<file path="src/hdl/sblt_pkg.sv">
`timescale 1ns / 1ps

package sblt_pkg;

    localparam logic [2:0] CMD_INSERT = 3'd0;
    localparam logic [2:0] CMD_APPEND = 3'd1;
    localparam logic [2:0] CMD_CHECK  = 3'd2;
    localparam logic [2:0] CMD_REMOVE = 3'd3;
    localparam logic [2:0] CMD_CLEAR  = 3'd4;

    localparam logic [1:0] ST_DONE     = 2'd0;
    localparam logic [1:0] ST_FULL     = 2'd1;
    localparam logic [1:0] ST_NOTFOUND = 2'd2;
    localparam logic [1:0] ST_PRESENT  = 2'd3;

    typedef struct packed {
        logic load;
        logic compare;
        logic execute;
    } dp_ctl_t;

endpackage

</file>
<file path="src/hdl/sblt_ctrl.sv">
`timescale 1ns / 1ps

module sblt_ctrl
(
    input  logic             clk,
    input  logic             rst_n,
    input  logic             start,
    output logic             busy,
    output sblt_pkg::dp_ctl_t ctl
);
    import sblt_pkg::*;

    typedef enum logic [2:0]
    {
        S_IDLE = 3'b001,
        S_CMP  = 3'b010,
        S_EXEC = 3'b100
    } state_t;

    state_t state_reg;
    state_t state_next;

    always_comb
    begin
        state_next = state_reg;
        case (state_reg)
            S_IDLE:
            begin
                if (start)
                begin
                    state_next = S_CMP;
                end
            end
            S_CMP:   state_next = S_EXEC;
            S_EXEC:  state_next = S_IDLE;
            default: state_next = S_IDLE;
        endcase
    end

    always_ff @(posedge clk or negedge rst_n)
    begin
        if (!rst_n)
        begin
            state_reg <= S_IDLE;
        end
        else
        begin
            state_reg <= state_next;
        end
    end

    assign busy        = (state_reg != S_IDLE);
    assign ctl.load    = (state_reg == S_IDLE) && start;
    assign ctl.compare = (state_reg == S_CMP);
    assign ctl.execute = (state_reg == S_EXEC);

    a_onehot: assert property (@(posedge clk) disable iff (!rst_n) $onehot(state_reg))
        else $error("state register not one-hot");
    a_accept: assert property (@(posedge clk) disable iff (!rst_n)
        ctl.load |=> ctl.compare)
        else $error("accepted request did not move to compare");
    a_exec: assert property (@(posedge clk) disable iff (!rst_n)
        ctl.compare |=> ctl.execute)
        else $error("compare not followed by execute");

endmodule

</file>
<file path="src/hdl/sblt_dp.sv">
`timescale 1ns / 1ps

module sblt_dp
#(
    parameter int DEPTH = 32
)
(
    input  logic                    clk,
    input  logic                    rst_n,
    input  sblt_pkg::dp_ctl_t       ctl,
    input  logic [2:0]              cmd,
    input  logic signed [7:0]       item_value,
    output logic                    done,
    output logic [1:0]              status,
    output logic                    found,
    output logic [5:0]              entry_count
);
    import sblt_pkg::*;

    localparam int CW = $clog2(DEPTH + 1);

    logic [2:0]        cmd_reg;
    logic signed [7:0] val_reg;
    logic signed [7:0] cells_reg [DEPTH];
    logic signed [7:0] cells_next [DEPTH];
    logic [CW-1:0]     count_reg;
    logic [CW-1:0]     count_next;

    logic [DEPTH-1:0]  eq_reg;
    logic [DEPTH-1:0]  eq_next;
    logic [DEPTH-1:0]  ge_reg;
    logic [DEPTH-1:0]  ge_next;
    logic              head_le_reg;
    logic              head_le_next;
    logic              tail_le_reg;
    logic              tail_le_next;

    logic              done_reg;
    logic [1:0]        status_reg;
    logic [1:0]        status_next;
    logic              found_reg;
    logic [5:0]        count_out_reg;

    logic [DEPTH-1:0]  shift_mask;
    logic [DEPTH-1:0]  rem_mask;
    logic              do_ins;
    logic              do_rem;
    logic              hit;
    logic              full;

    // per-cell compare against the request value
    always_comb
    begin
        logic acc;
        acc          = 1'b0;
        head_le_next = (count_reg == '0) || (val_reg <= cells_reg[0]);
        for (int i = 0; i < DEPTH; i++)
        begin
            eq_next[i] = ((CW+1)'(i) < {1'b0, count_reg}) && (cells_reg[i] == val_reg);
            ge_next[i] = ((CW+1)'(i + 2) <= {1'b0, count_reg}) && (cells_reg[i] >= val_reg);
            acc = acc | (((CW+1)'(i + 1) == {1'b0, count_reg}) && (cells_reg[i] <= val_reg));
        end
        tail_le_next = acc;
    end

    always_comb
    begin
        logic              acc_ge;
        logic              acc_eq;
        logic [DEPTH-1:0]  tail_mask;
        logic [DEPTH-1:0]  mid_mask;
        logic [DEPTH-1:0]  prev_mask;
        logic signed [7:0] prev_cell [DEPTH];
        logic signed [7:0] next_cell [DEPTH];

        acc_ge = 1'b0;
        acc_eq = 1'b0;
        for (int i = 0; i < DEPTH; i++)
        begin
            acc_ge       = acc_ge | ge_reg[i];
            acc_eq       = acc_eq | eq_reg[i];
            tail_mask[i] = ((CW+1)'(i) >= {1'b0, count_reg});
            mid_mask[i]  = acc_ge || ((CW+1)'(i + 1) >= {1'b0, count_reg});
            rem_mask[i]  = acc_eq;
        end

        hit  = |eq_reg;
        full = ((CW+1)'(DEPTH) <= {1'b0, count_reg});

        do_ins      = 1'b0;
        do_rem      = 1'b0;
        shift_mask  = tail_mask;
        status_next = ST_DONE;
        count_next  = count_reg;

        case (cmd_reg)
            CMD_INSERT:
            begin
                if (full)
                begin
                    status_next = ST_FULL;
                end
                else
                begin
                    do_ins = 1'b1;
                    if (head_le_reg)
                    begin
                        shift_mask = '1;
                    end
                    else if (tail_le_reg)
                    begin
                        shift_mask = tail_mask;
                    end
                    else
                    begin
                        shift_mask = mid_mask;
                    end
                end
            end
            CMD_APPEND:
            begin
                if (hit)
                begin
                    status_next = ST_PRESENT;
                end
                else if (full)
                begin
                    status_next = ST_FULL;
                end
                else
                begin
                    do_ins = 1'b1;
                end
            end
            CMD_CHECK:
            begin
                status_next = hit ? ST_DONE : ST_NOTFOUND;
            end
            CMD_REMOVE:
            begin
                if (!hit)
                begin
                    status_next = ST_NOTFOUND;
                end
                else
                begin
                    do_rem = 1'b1;
                end
            end
            CMD_CLEAR:
            begin
                count_next = '0;
            end
            default:
            begin
                status_next = ST_DONE;
            end
        endcase

        if (do_ins)
        begin
            count_next = count_reg + CW'(1);
        end
        if (do_rem)
        begin
            count_next = count_reg - CW'(1);
        end

        prev_mask[0] = 1'b0;
        prev_cell[0] = val_reg;
        for (int i = 1; i < DEPTH; i++)
        begin
            prev_mask[i] = shift_mask[i-1];
            prev_cell[i] = cells_reg[i-1];
        end
        next_cell[DEPTH-1] = cells_reg[DEPTH-1];
        for (int i = 0; i < DEPTH - 1; i++)
        begin
            next_cell[i] = cells_reg[i+1];
        end

        for (int i = 0; i < DEPTH; i++)
        begin
            cells_next[i] = cells_reg[i];
            if (do_ins && shift_mask[i])
            begin
                cells_next[i] = prev_mask[i] ? prev_cell[i] : val_reg;
            end
            else if (do_rem && rem_mask[i])
            begin
                cells_next[i] = next_cell[i];
            end
        end
    end

    always_ff @(posedge clk)
    begin
        if (ctl.load)
        begin
            cmd_reg <= cmd;
            val_reg <= item_value;
        end
        if (ctl.compare)
        begin
            eq_reg      <= eq_next;
            ge_reg      <= ge_next;
            head_le_reg <= head_le_next;
            tail_le_reg <= tail_le_next;
        end
        if (ctl.execute)
        begin
            cells_reg     <= cells_next;
            status_reg    <= status_next;
            found_reg     <= hit;
            count_out_reg <= 6'(count_next);
        end
    end

    always_ff @(posedge clk or negedge rst_n)
    begin
        if (!rst_n)
        begin
            count_reg <= '0;
            done_reg  <= 1'b0;
        end
        else
        begin
            done_reg <= ctl.execute;
            if (ctl.execute)
            begin
                count_reg <= count_next;
            end
        end
    end

    assign done        = done_reg;
    assign status      = status_reg;
    assign found       = found_reg;
    assign entry_count = count_out_reg;

    a_bound: assert property (@(posedge clk) disable iff (!rst_n)
        (CW+1)'(DEPTH) >= {1'b0, count_reg})
        else $error("fill count beyond table depth");
    a_strobe: assert property (@(posedge clk) disable iff (!rst_n)
        done |-> $past(ctl.execute))
        else $error("result strobe without execute");
    a_full: assert property (@(posedge clk) disable iff (!rst_n)
        (done && status == ST_FULL) |-> ((CW+1)'(DEPTH) == {1'b0, count_reg}))
        else $error("full rejection with room left");

endmodule

</file>
<file path="src/hdl/sorted_byte_list_table.sv">
`timescale 1ns / 1ps

// Sorted byte list table.
// Request channel: cmd and item_value are taken at a rising edge with start
// high and busy low. Commands: ordered insert, append if absent, check,
// remove first match, clear.
// Result channel: status, found and entry_count are valid for exactly one
// cycle while done is high; the receiver cannot stall the block.
// Each request keeps busy high while the compare state registers the
// parallel compare of every table cell against the value and the execute
// state shifts the cells and updates the fill count. done rises in the
// cycle after the execute state, which is also the first cycle a new
// request can be accepted; no request is taken while one is in flight.
// Reset empties the table (fill count zero); cell contents are not cleared
// and are never used in a compare before being written.
// Full table: inserts and appends of absent values are rejected.
module sorted_byte_list_table
#(
    parameter int DEPTH = 32
)
(
    input  logic              clk,
    input  logic              rst_n,
    input  logic              start,
    output logic              busy,
    input  logic [2:0]        cmd,
    input  logic signed [7:0] item_value,
    output logic              done,
    output logic [1:0]        status,
    output logic              found,
    output logic [5:0]        entry_count
);
    import sblt_pkg::*;

    dp_ctl_t ctl;

    sblt_ctrl u_ctrl
    (
        .clk   (clk),
        .rst_n (rst_n),
        .start (start),
        .busy  (busy),
        .ctl   (ctl)
    );

    sblt_dp #(.DEPTH(DEPTH)) u_dp
    (
        .clk         (clk),
        .rst_n       (rst_n),
        .ctl         (ctl),
        .cmd         (cmd),
        .item_value  (item_value),
        .done        (done),
        .status      (status),
        .found       (found),
        .entry_count (entry_count)
    );

endmodule
</file>
<file path="config.mk">
export PLATFORM = sky130hd
export DESIGN_NAME = sorted_byte_list_table
export DESIGN_NICKNAME = d
export VERILOG_FILES = /design/src/hdl/sblt_pkg.sv /design/src/hdl/sblt_ctrl.sv /design/src/hdl/sblt_dp.sv /design/src/hdl/sorted_byte_list_table.sv
export SDC_FILE = /design/constraint.sdc
export NUM_CORES = 1
export LEC_CHECK = 0
export ABC_AREA = 0
export BUFFER_PORTS_ARGS = -buffer_cell sky130_fd_sc_hd__clkbuf_2
export CAP_MARGIN = 20
export CELL_PAD_IN_SITES_DETAIL_PLACEMENT = 0
export CELL_PAD_IN_SITES_GLOBAL_PLACEMENT = 2
export CORE_MARGIN = 2
export CORE_UTILIZATION = 25
export CTS_CLUSTER_DIAMETER = 150
export DETAILED_ROUTE_END_ITERATION = 16
export PLACE_DENSITY_LB_ADDON = 0.15
export SKIP_CTS_REPAIR_TIMING = 1
export SLEW_MARGIN = 40
export SYNTH_ARGS = -nofsm -noshare
export SYNTH_HDL_FRONTEND = slang
export SYNTH_SLANG_ARGS = --single-unit
</file>
<file path="constraint.sdc">
create_clock -name clk -period 7.31 [get_ports clk]
set_input_delay 0.731 -clock clk [delete_from_list [all_inputs] [get_ports clk]]
set_output_delay 0.731 -clock clk [all_outputs]
set_load 0.01 [all_outputs]
</file>
* After elaboration in Yosys (flattened, before gate mapping)
Index checks and enable logic that the tools add are counted.
** Operators by class
- Magnitude comparators :: 162
- Bitwise logic cells :: 92
- $mul :: 0
- Muxes and demuxes :: 111
- Shifts and indexed selects :: 0
- Equality and inequality tests :: 73
- Reduce and logical (&&, ||, !) cells :: 260
- Add/subtract/negate cells :: 2
- Divide/modulo/power cells :: 0
** Operators by type and width (count)
- $mux 8 :: 93
- $le 8x8->1 :: 33
- $eq 8x8->1 :: 32
- $ge 8x8->1 :: 32
- $logic_and 1x1->1 :: 160
- $mux 32 :: 4
- $eq 5x6->1 const A :: 16
- $ge 5x6->1 const A :: 16
- $le 5x6->1 const A :: 16
- $lt 5x6->1 const A :: 16
- $or 1x1->1 :: 92
- $reduce_and 2->1 :: 32
- $reduce_bool 2->1 :: 31
- $eq 4x6->1 const A :: 8
- $ge 4x6->1 const A :: 8
- $le 4x6->1 const A :: 8
- $lt 4x6->1 const A :: 8
- $logic_or 1x1->1 :: 33
- $reduce_or 32->1 :: 1
- $eq 3x6->1 const A :: 4
- $ge 3x6->1 const A :: 4
- $le 3x6->1 const A :: 4
- $lt 3x6->1 const A :: 4
- $mux 6 :: 3
- other kinds (26) :: 42
** Storage, ports and cells
- Memory bits (read-only) :: 0
- Logic and storage cells :: 744
- Output and inout port bits :: 11
- Bits in latches :: 0
- RAM bits :: 0
- Memories :: 0
- Flip-flop bits (word level) :: 352

* Logic depth before layout (Yosys ltp)
Gate-level depths: netlist of the first run.
- Depth after elaboration :: 39
- Gate-level depth with buffers :: 14

* Modules after synthesis
From an unflattened synthesis of the first run, not the netlist that was laid out.
** Unflattened totals
- Cells, all modules :: 2652
- Area, all modules :: 24941.4 sq um
** By module, submodules not included
- sblt_dp :: instances 1, area an instance 24797.5 sq um, cells each 2641
- sblt_ctrl :: instances 1, area an instance 143.9 sq um, cells each 11

* Worst setup path before layout of the first run
No wires, ideal clock.
- Kind :: flip-flop to flip-flop
- From :: register u_ctrl.state_reg[2]
- To :: register u_dp.eq_reg[0] (enable)
- Setup slack :: 1.586 ns
- Clock period less this slack :: 5.724 ns
- Arrival time :: 5.144 ns
- Data required time :: 6.730 ns
- Cell stages (with the launch flop) :: 2
- Setup time :: 0.580 ns
- Cell sequence :: dfrtp_1 > nor3b_1
** Between the ends
- Word-level cells in the longest chain between the ends :: 1
** Ends and longest elaborated chain
- from (decl) :: line sblt_ctrl.sv:20 : state_t state_reg;
- from (signal assigned) :: line sblt_ctrl.sv:48 : state_reg <= state_next;
- $eq 3x2->1 :: line sblt_ctrl.sv:54 : assign ctl.compare = (state_reg == S_CMP);
- to (signal assigned) :: line sblt_dp.sv:205 : eq_reg <= eq_next;
- to (decl) :: line sblt_dp.sv:29 : logic [DEPTH-1:0] eq_reg;
No other way between the ends.
A chain may end at the register's enable or synchronous reset.

* Final worst setup path of the first run
- From :: register u_dp.eq_reg[0]
- To :: register u_dp.cells_reg[166] in the netlist's numbering (enable)
** Between the ends
- Word-level cells in the longest chain between the ends :: 14
- Elaborated cells between the ends (all ways) :: 20
** Ends and longest elaborated chain
- $or 1x1->1 (11 in series) :: line sblt_dp.sv:81 : acc_eq = acc_eq | eq_reg[i];
- $logic_and 1x1->1 :: line sblt_dp.sv:189 : else if (do_rem && rem_mask[i])
- $reduce_bool 2->1 (no line) (*)
- $reduce_and 2->1 (no line) (*)
- to (signal assigned) :: line sblt_dp.sv:212 : cells_reg <= cells_next;
- to (decl) :: line sblt_dp.sv:24 : logic signed [7:0] cells_reg [DEPTH];
Mark *: on every way between the ends. The rest lies on a longest branch, timed or not.

==> out/qor.txt, run 1 <==
Post-synth ARST share -> 2.857%
PortBufs -> 24
post-route minimum period -> 4.804 ns
Max Clk Rate -> 208.2 MHz
Initial DRT Pass Iterations -> 5
clk buf depth -> 3
initial core utilization -> 25.22%
first-pass GRT wire length -> 148.6 mm
worst slack, placed -> 2.527 ns
Mapped Nets -> 2887
LEAKAGE -> 10.76 nW
Yosys top cell by area -> edfxtp_1
largest family of logic cells by synthesized area -> compound AO/OA/AOI/OAI gates
CP Capture Type -> flip-flop
Slew headroom -> 42.93%
clk root buf -> clkbuf_16
final non-filler cell total -> 3930
Post-synth top cells -> edfxtp_1 (340), nor2_1 (294), nand2_1 (286)
post-synthesis adder-cell area fraction -> 13.12%
clock-pin slew on the worst setup and hold paths -> 0.07 ns
hpwl dp -> 74.36 mm
CP Launch Type -> flip-flop
share of cells above drive strength 1 -> 8.220%
prevailing post-synth register cell -> edfxtp_1
final hold slack -> 0.02104 ns
Worst-Skew Late Latency -> 0.62 ns
Fin Clk Skew -> 0.03870 ns
fraction of synthesized area in multiplexers -> 7.829%
Die W -> 318.9 µm
maximum fanout along the worst path -> 17
Residual DRC -> 0
Reg-to-Reg Start -> u_dp.eq_reg[0]
Seq cells post-synth -> 350
slack of the critical path -> 2.506 ns
H-tree depth -> 2
Tot GR Track Use -> 19.86%
Cells after DPL -> 3843
Hold/Removal Path Class -> in2async
Pins Over Slew Limit -> 0
top cells by area, synth -> edfxtp_1 (41%), ha_1 (13%), mux2i_1 (7.1%)
Placer Congestion -> 0.8236
total CTS buffers -> 46
Hold Fails Final Rpt -> 0
via count -> 20.42k
DRT antenna net count -> 0
Setup violations, final -> 0
via/cell ratio -> 5.195
outcome -> complete, no violations
Least-Margin Pin Slew -> 0.8496 ns
final wirelength -> 102.5 mm
CTS tree -> done
largest net degree at the start of global routing -> 66
die height -> 318.9 µm
max reg flops -> 256
RSZ-0062 raised after global routing -> no
Unique masters post-synth -> 79
row cnt -> 115
Crit Path Class -> reg2reg
TNS Setup -> 0 ns
die area -> 101700 µm²
core region area -> 98280 µm²
# nets final -> 2878
Crit. Startpoint -> u_dp.eq_reg[0]
Synth Area in XOR/XNOR -> 0%
Max Cap Viol -> 0
Power Density -> 301.6 nW/µm²
I/O Pins -> 25
Avg Cell Area, Syn -> 9.487 µm²
cell with the most instances after synthesis -> edfxtp_1
Num Clock Sinks -> 350
vias in the first global route -> 20.74k
mean routed wirelength per cell -> 26.07 µm
WP data arrival -> 5.03 ns
Starting DRT DRC Count -> 1515
simple logic cell fraction of the synthesized area -> 16.26%
Yosys Warn Count -> 0
Post-Synthesis Cell Area -> 24790 µm²
part of the cycle the worst path needs -> 65.72%
share of the synthesized area in the top cell type -> 41.19%
Compound-Gate Fraction of Synth Area -> 16.40%
number of enable flip-flop cells after synthesis -> 340
Area Overhead vs Synth -> 12.40%
Req. time, crit path -> 7.54 ns
Remaining Overflow, GRT -> 0
antenna violations before repair -> 1
Mapped Cells -> 2613
Max VDD drop -> 0.1571 mV
register area share after synthesis -> 42.20%
==> stage by stage <==
| step | power (mW) | utilization, % | area [µm²] |
|---|---|---|---|
| 2_1_floorplan | 4.920 | - | 24790 |
| 3_3_place_gp | 6.106 | 26.75 | 26290 |
| 3_5_place_dp | 6.153 | 26.80 | 26340 |
| 4_1_cts | 8.492 | 28.31 | 27820 |
| 5_1_grt | 8.907 | 28.34 | 27860 |
| 6_report | 8.403 | 28.35 | 27860 |
==> worst max-delay path, cell delays in order, from the launching register on <==
cell,delay [ns]
edfxtp_1,0.43
or4_4,0.59
or4b_4,0.55
nand4b_4,0.25
or2_1,0.41
a2111o_2,0.71
buf_4,0.33
nor2_2,0.52
a21oi_1,0.10
nor2_1,0.53
==> where the power goes <==
part	switching, mW	internal [mW]	leakage, nW
Sequential	0.130	2.41	3.20
Combinational	2.40	1.17	6.83
Clock	0.956	1.33	0.721
Total	3.48	4.92	10.8
==> cell type report <==
type                       instances  area, µm²
tap                             1287       1610
sequential                       350      10460
multi-input combinational       2027      13390
fill                           10330      70410
timing repair buffer              79      536.8
antenna                            3      7.507
inverter                         100      380.4
clock inverter                    30      297.8
clock buffer                      54       1181
==> path summary, 6_finish.rpt <==
| check | to | slack, ns | cells after the start |
|---|---|---|---|
| max | u_dp.cells_reg[166] | 2.51 | 9 |
| min | u_dp.count_reg[1] | 0.02 | 1 |
| max reg2reg | u_dp.cells_reg[166] | 2.51 | 9 |
| min reg2reg | u_ctrl.state_reg[2] | 0.57 | 1 |
| max in group asynchronous | u_ctrl.state_reg[0] | 6.95 | 1 |
| min in group clk | u_dp.val_reg[0] | 0.30 | 1 |
==> routing by layer <==
| metal | vias to the layer above | wire, µm | track usage (%) |
|---|---|---|---|
| li1 | 9681 | - | - |
| met1 | 10160 | 49100 | 27.60 |
| met2 | 465 | 47480 | 32.84 |
| met3 | 117 | 3521 | 2.013 |
| met4 | 0 | 2369 | 5.129 |
| met5 | - | 0 | 0 |
==> kinds of logic after synthesis <==
kind of cell,after synthesis
AOI/OAI and AO/OA,702
adders and majority gates,260
buffers and inverters,236
DFF,350
muxes,192
and+or+nand+nor,873
==> layout by cell type, fill, tap and decap left out, drive strengths merged, types with 5 or more instances in the layout <==
master | Yosys | final
or2 | 13 | 13
and2 | 9 | 9
a21oi | 284 | 284
a211oi | 15 | 15
o211ai | 9 | 9
o21a | 17 | 17
and3 | 18 | 18
or3 | 19 | 19
a31oi | 26 | 26
o31ai | 8 | 8
nor2b | 36 | 36
inv | 92 | 102
o2111ai | 6 | 6
a21o | 16 | 16
nand4 | 25 | 25
ha | 260 | 260
o21ai | 228 | 228
nor2 | 301 | 301
mux2i | 177 | 177
nor4 | 18 | 18
buf | 63 | 55
nand3b | 6 | 6
nand2 | 292 | 292
clkinv | 8 | 22
o22ai | 9 | 9
clkbuf | 73 | 78
a22oi | 11 | 11
dfrtp | 9 | 9
nand2b | 16 | 16
nor3 | 37 | 37
nand3 | 60 | 60
or4 | 8 | 8
nor3b | 6 | 6
o21bai | 11 | 11
o22a | 5 | 5
edfxtp | 340 | 340
bufinv | 0 | 5
a2111oi | 16 | 16
a41oi | 7 | 7
mux2 | 15 | 15
(Power assumes the default switching activity.)
==> inputs of run 2 (changes only) <==
==> constraint.sdc (replaced) <==
create_clock -name clk -period 4.5 [get_ports clk]
set_input_delay 0.45 -clock clk [delete_from_list [all_inputs] [get_ports clk]]
set_output_delay 0.45 -clock clk [all_outputs]
set_load 0.01 [all_outputs]
==> run 2 against run 1 <==
  * Critical path depth did not move
  * Clock skew fell by 0.0043 ns
  * Register-to-register slack got worse by 2.3 ns
  * Sequential cell count did not move
  * Cell count rose by 2.4%
  * Largest cell class unchanged
  * Sequential share of layout area fell by 1.1 points
  * Combinational power rose by 67%
  * Sequential power rose by 62%
  * Die area did not move
==> out/qor.txt, run 2 (same netlist as run 1, synthesis figures left out) <==
most frequent cells in the layout -> edfxtp_1 (340), nor2_1 (294), nand2_1 (285), a21oi_1 (282), ha_1 (260)
CP max stage cell -> or4_4
Setup violations, final -> 0
Crit path buffers/inverters -> 1
Power Density -> 488.4 nW/µm²
RSZ-0062 raised after global routing -> no
Pins Over Slew Limit -> 0
WP data arrival -> 4.49 ns
CTS tree -> done
slack of the critical path -> 0.2460 ns
Max VDD drop -> 0.2712 mV
Starting DRT DRC Count -> 1365
Hold/Removal Path Class -> in2reg
row cnt -> 115
Hold Fails Final Rpt -> 0
H-tree depth -> 2
antenna violations before repair -> 3
CP top delay family -> simple AND/OR/NAND/NOR gates
Initial DRT Pass Iterations -> 7
Num Clock Sinks -> 350
largest net degree at the start of global routing -> 32
Placer Congestion -> 0.8322
die height -> 318.9 µm
vias in the first global route -> 21.29k
final hold slack -> 0.01520 ns
Fin Clk Skew -> 0.03440 ns
initial core utilization -> 25.22%
Die W -> 318.9 µm
clk buf depth -> 3
ant diodes -> 0
Placed Area -> 27010 µm²
share of cells above drive strength 1 -> 10.49%
Req. time, crit path -> 4.73 ns
via count -> 20.65k
clk root buf -> clkbuf_16
Cells after DPL -> 3925
LEAKAGE -> 11.27 nW
Least-Margin Pin Slew -> 0.9077 ns
Area Overhead vs Synth -> 15.77%
# nets final -> 2971
hpwl dp -> 73.59 mm
DRT antenna net count -> 0
mean routed wirelength per cell -> 24.31 µm
Crit Path Class -> reg2reg
PortBufs -> 24
outcome -> complete, no violations
final wirelength -> 97.79 mm
Remaining Overflow, GRT -> 0
Slowest Stage Delay on Critical Path -> 0.59 ns
via/cell ratio -> 5.134
Max Cap Viol -> 0
CP Launch Type -> flip-flop
Max Clk Rate -> 235.1 MHz
CP Capture Type -> flip-flop
Design Area, Final -> 28700 µm²
die area -> 101700 µm²
maximum fanout along the worst path -> 14
first-pass GRT wire length -> 143.3 mm
post-route minimum period -> 4.254 ns
max reg flops -> 256
total CTS buffers -> 47
TNS Setup -> 0 ns
Slew headroom -> 39.02%
commonest non-fill, non-tap cell in the layout -> edfxtp_1
Cell Chain, Critical Path -> or4_4, or4b_4, nand4b_4, or2_1, a2111o_2, buf_4, nor2_4, a21oi_1, nor2_1
clock-pin slew on the worst setup and hold paths -> 0.07 ns
worst slack, placed -> 0.2601 ns
Worst-Skew Late Latency -> 0.62 ns
core region area -> 98280 µm²
Residual DRC -> 0
final non-filler cell total -> 4023
I/O Pins -> 25
Tot GR Track Use -> 18.92%
part of the cycle the worst path needs -> 94.53%
-- run 2: cell types whose count changed in the layout (fill, tap and decap cells not counted), sizes merged --
cell / before / now
clkinvlp: 1 / 3
diode: 3 / 0
bufinv: 5 / 7
buf: 55 / 137
dlygate4sd3: 0 / 10
inv: 102 / 100
clkinv: 22 / 17
clkbuf: 78 / 85
-- run 2: final cells by class --
cell class,instances,area [µm²]
Sequential cell,350,10460
Timing Repair Buffer,171,1349
Clock inverter,27,324.1
Clock buffer,61,1250
Fill cell,10390,69580
Inverter,100,375.4
Tap cell,1287,1610
Multi-Input combinational cell,2027,13330
-- run 2: power by group --
part	internal (mW)	total, mW	switching, mW
Clock	2.36	3.94	1.59
Sequential	3.92	4.12	0.200
Combinational	2.07	5.95	3.88
-- run 2: worst paths after layout --
path                                           from             endpoint  slack [ns]  cells past startpoint
worst max-delay path                 u_dp.eq_reg[0]  u_dp.cells_reg[254]        0.25                      9
min in group asynchronous                     rst_n    u_dp.count_reg[1]        0.29                      2
worst min register to register  u_ctrl.state_reg[2]  u_ctrl.state_reg[2]        0.56                      1
worst min-delay path                  item_value[2]      u_dp.val_reg[2]        0.02                      1
max in group asynchronous                     rst_n  u_ctrl.state_reg[0]        3.92                      2
worst max register to register       u_dp.eq_reg[0]  u_dp.cells_reg[254]        0.25                      9
-- run 2: worst register-to-register path: cells and delay by family (launching register included) --
family	cells	cell delay, ns
DFF	1	0.44
AOI/OAI and AO/OA	2	0.61
and+or+nand+nor	6	2.50
buffers and inverters	1	0.31
-- run 2: per-stage QoR --
step / utilization [%] / power [mW]
after detailed placement: 27.49 / 10.14
final: 29.20 / 14.02
after global routing: 29.20 / 14.84
after floorplan: - / 7.986
after CTS: 29.09 / 14.16
after global placement: 27.49 / 10.09
-- run 2: layer usage --
layer / global-route usage (%) / vias up / routed length (µm)
met4: 5.129 / 0 / 2514
met3: 2.432 / 139 / 3836
li1: - / 9867 / -
met1: 25.70 / 10190 / 46050
met2: 31.51 / 461 / 45390
met5: 0 / - / 0
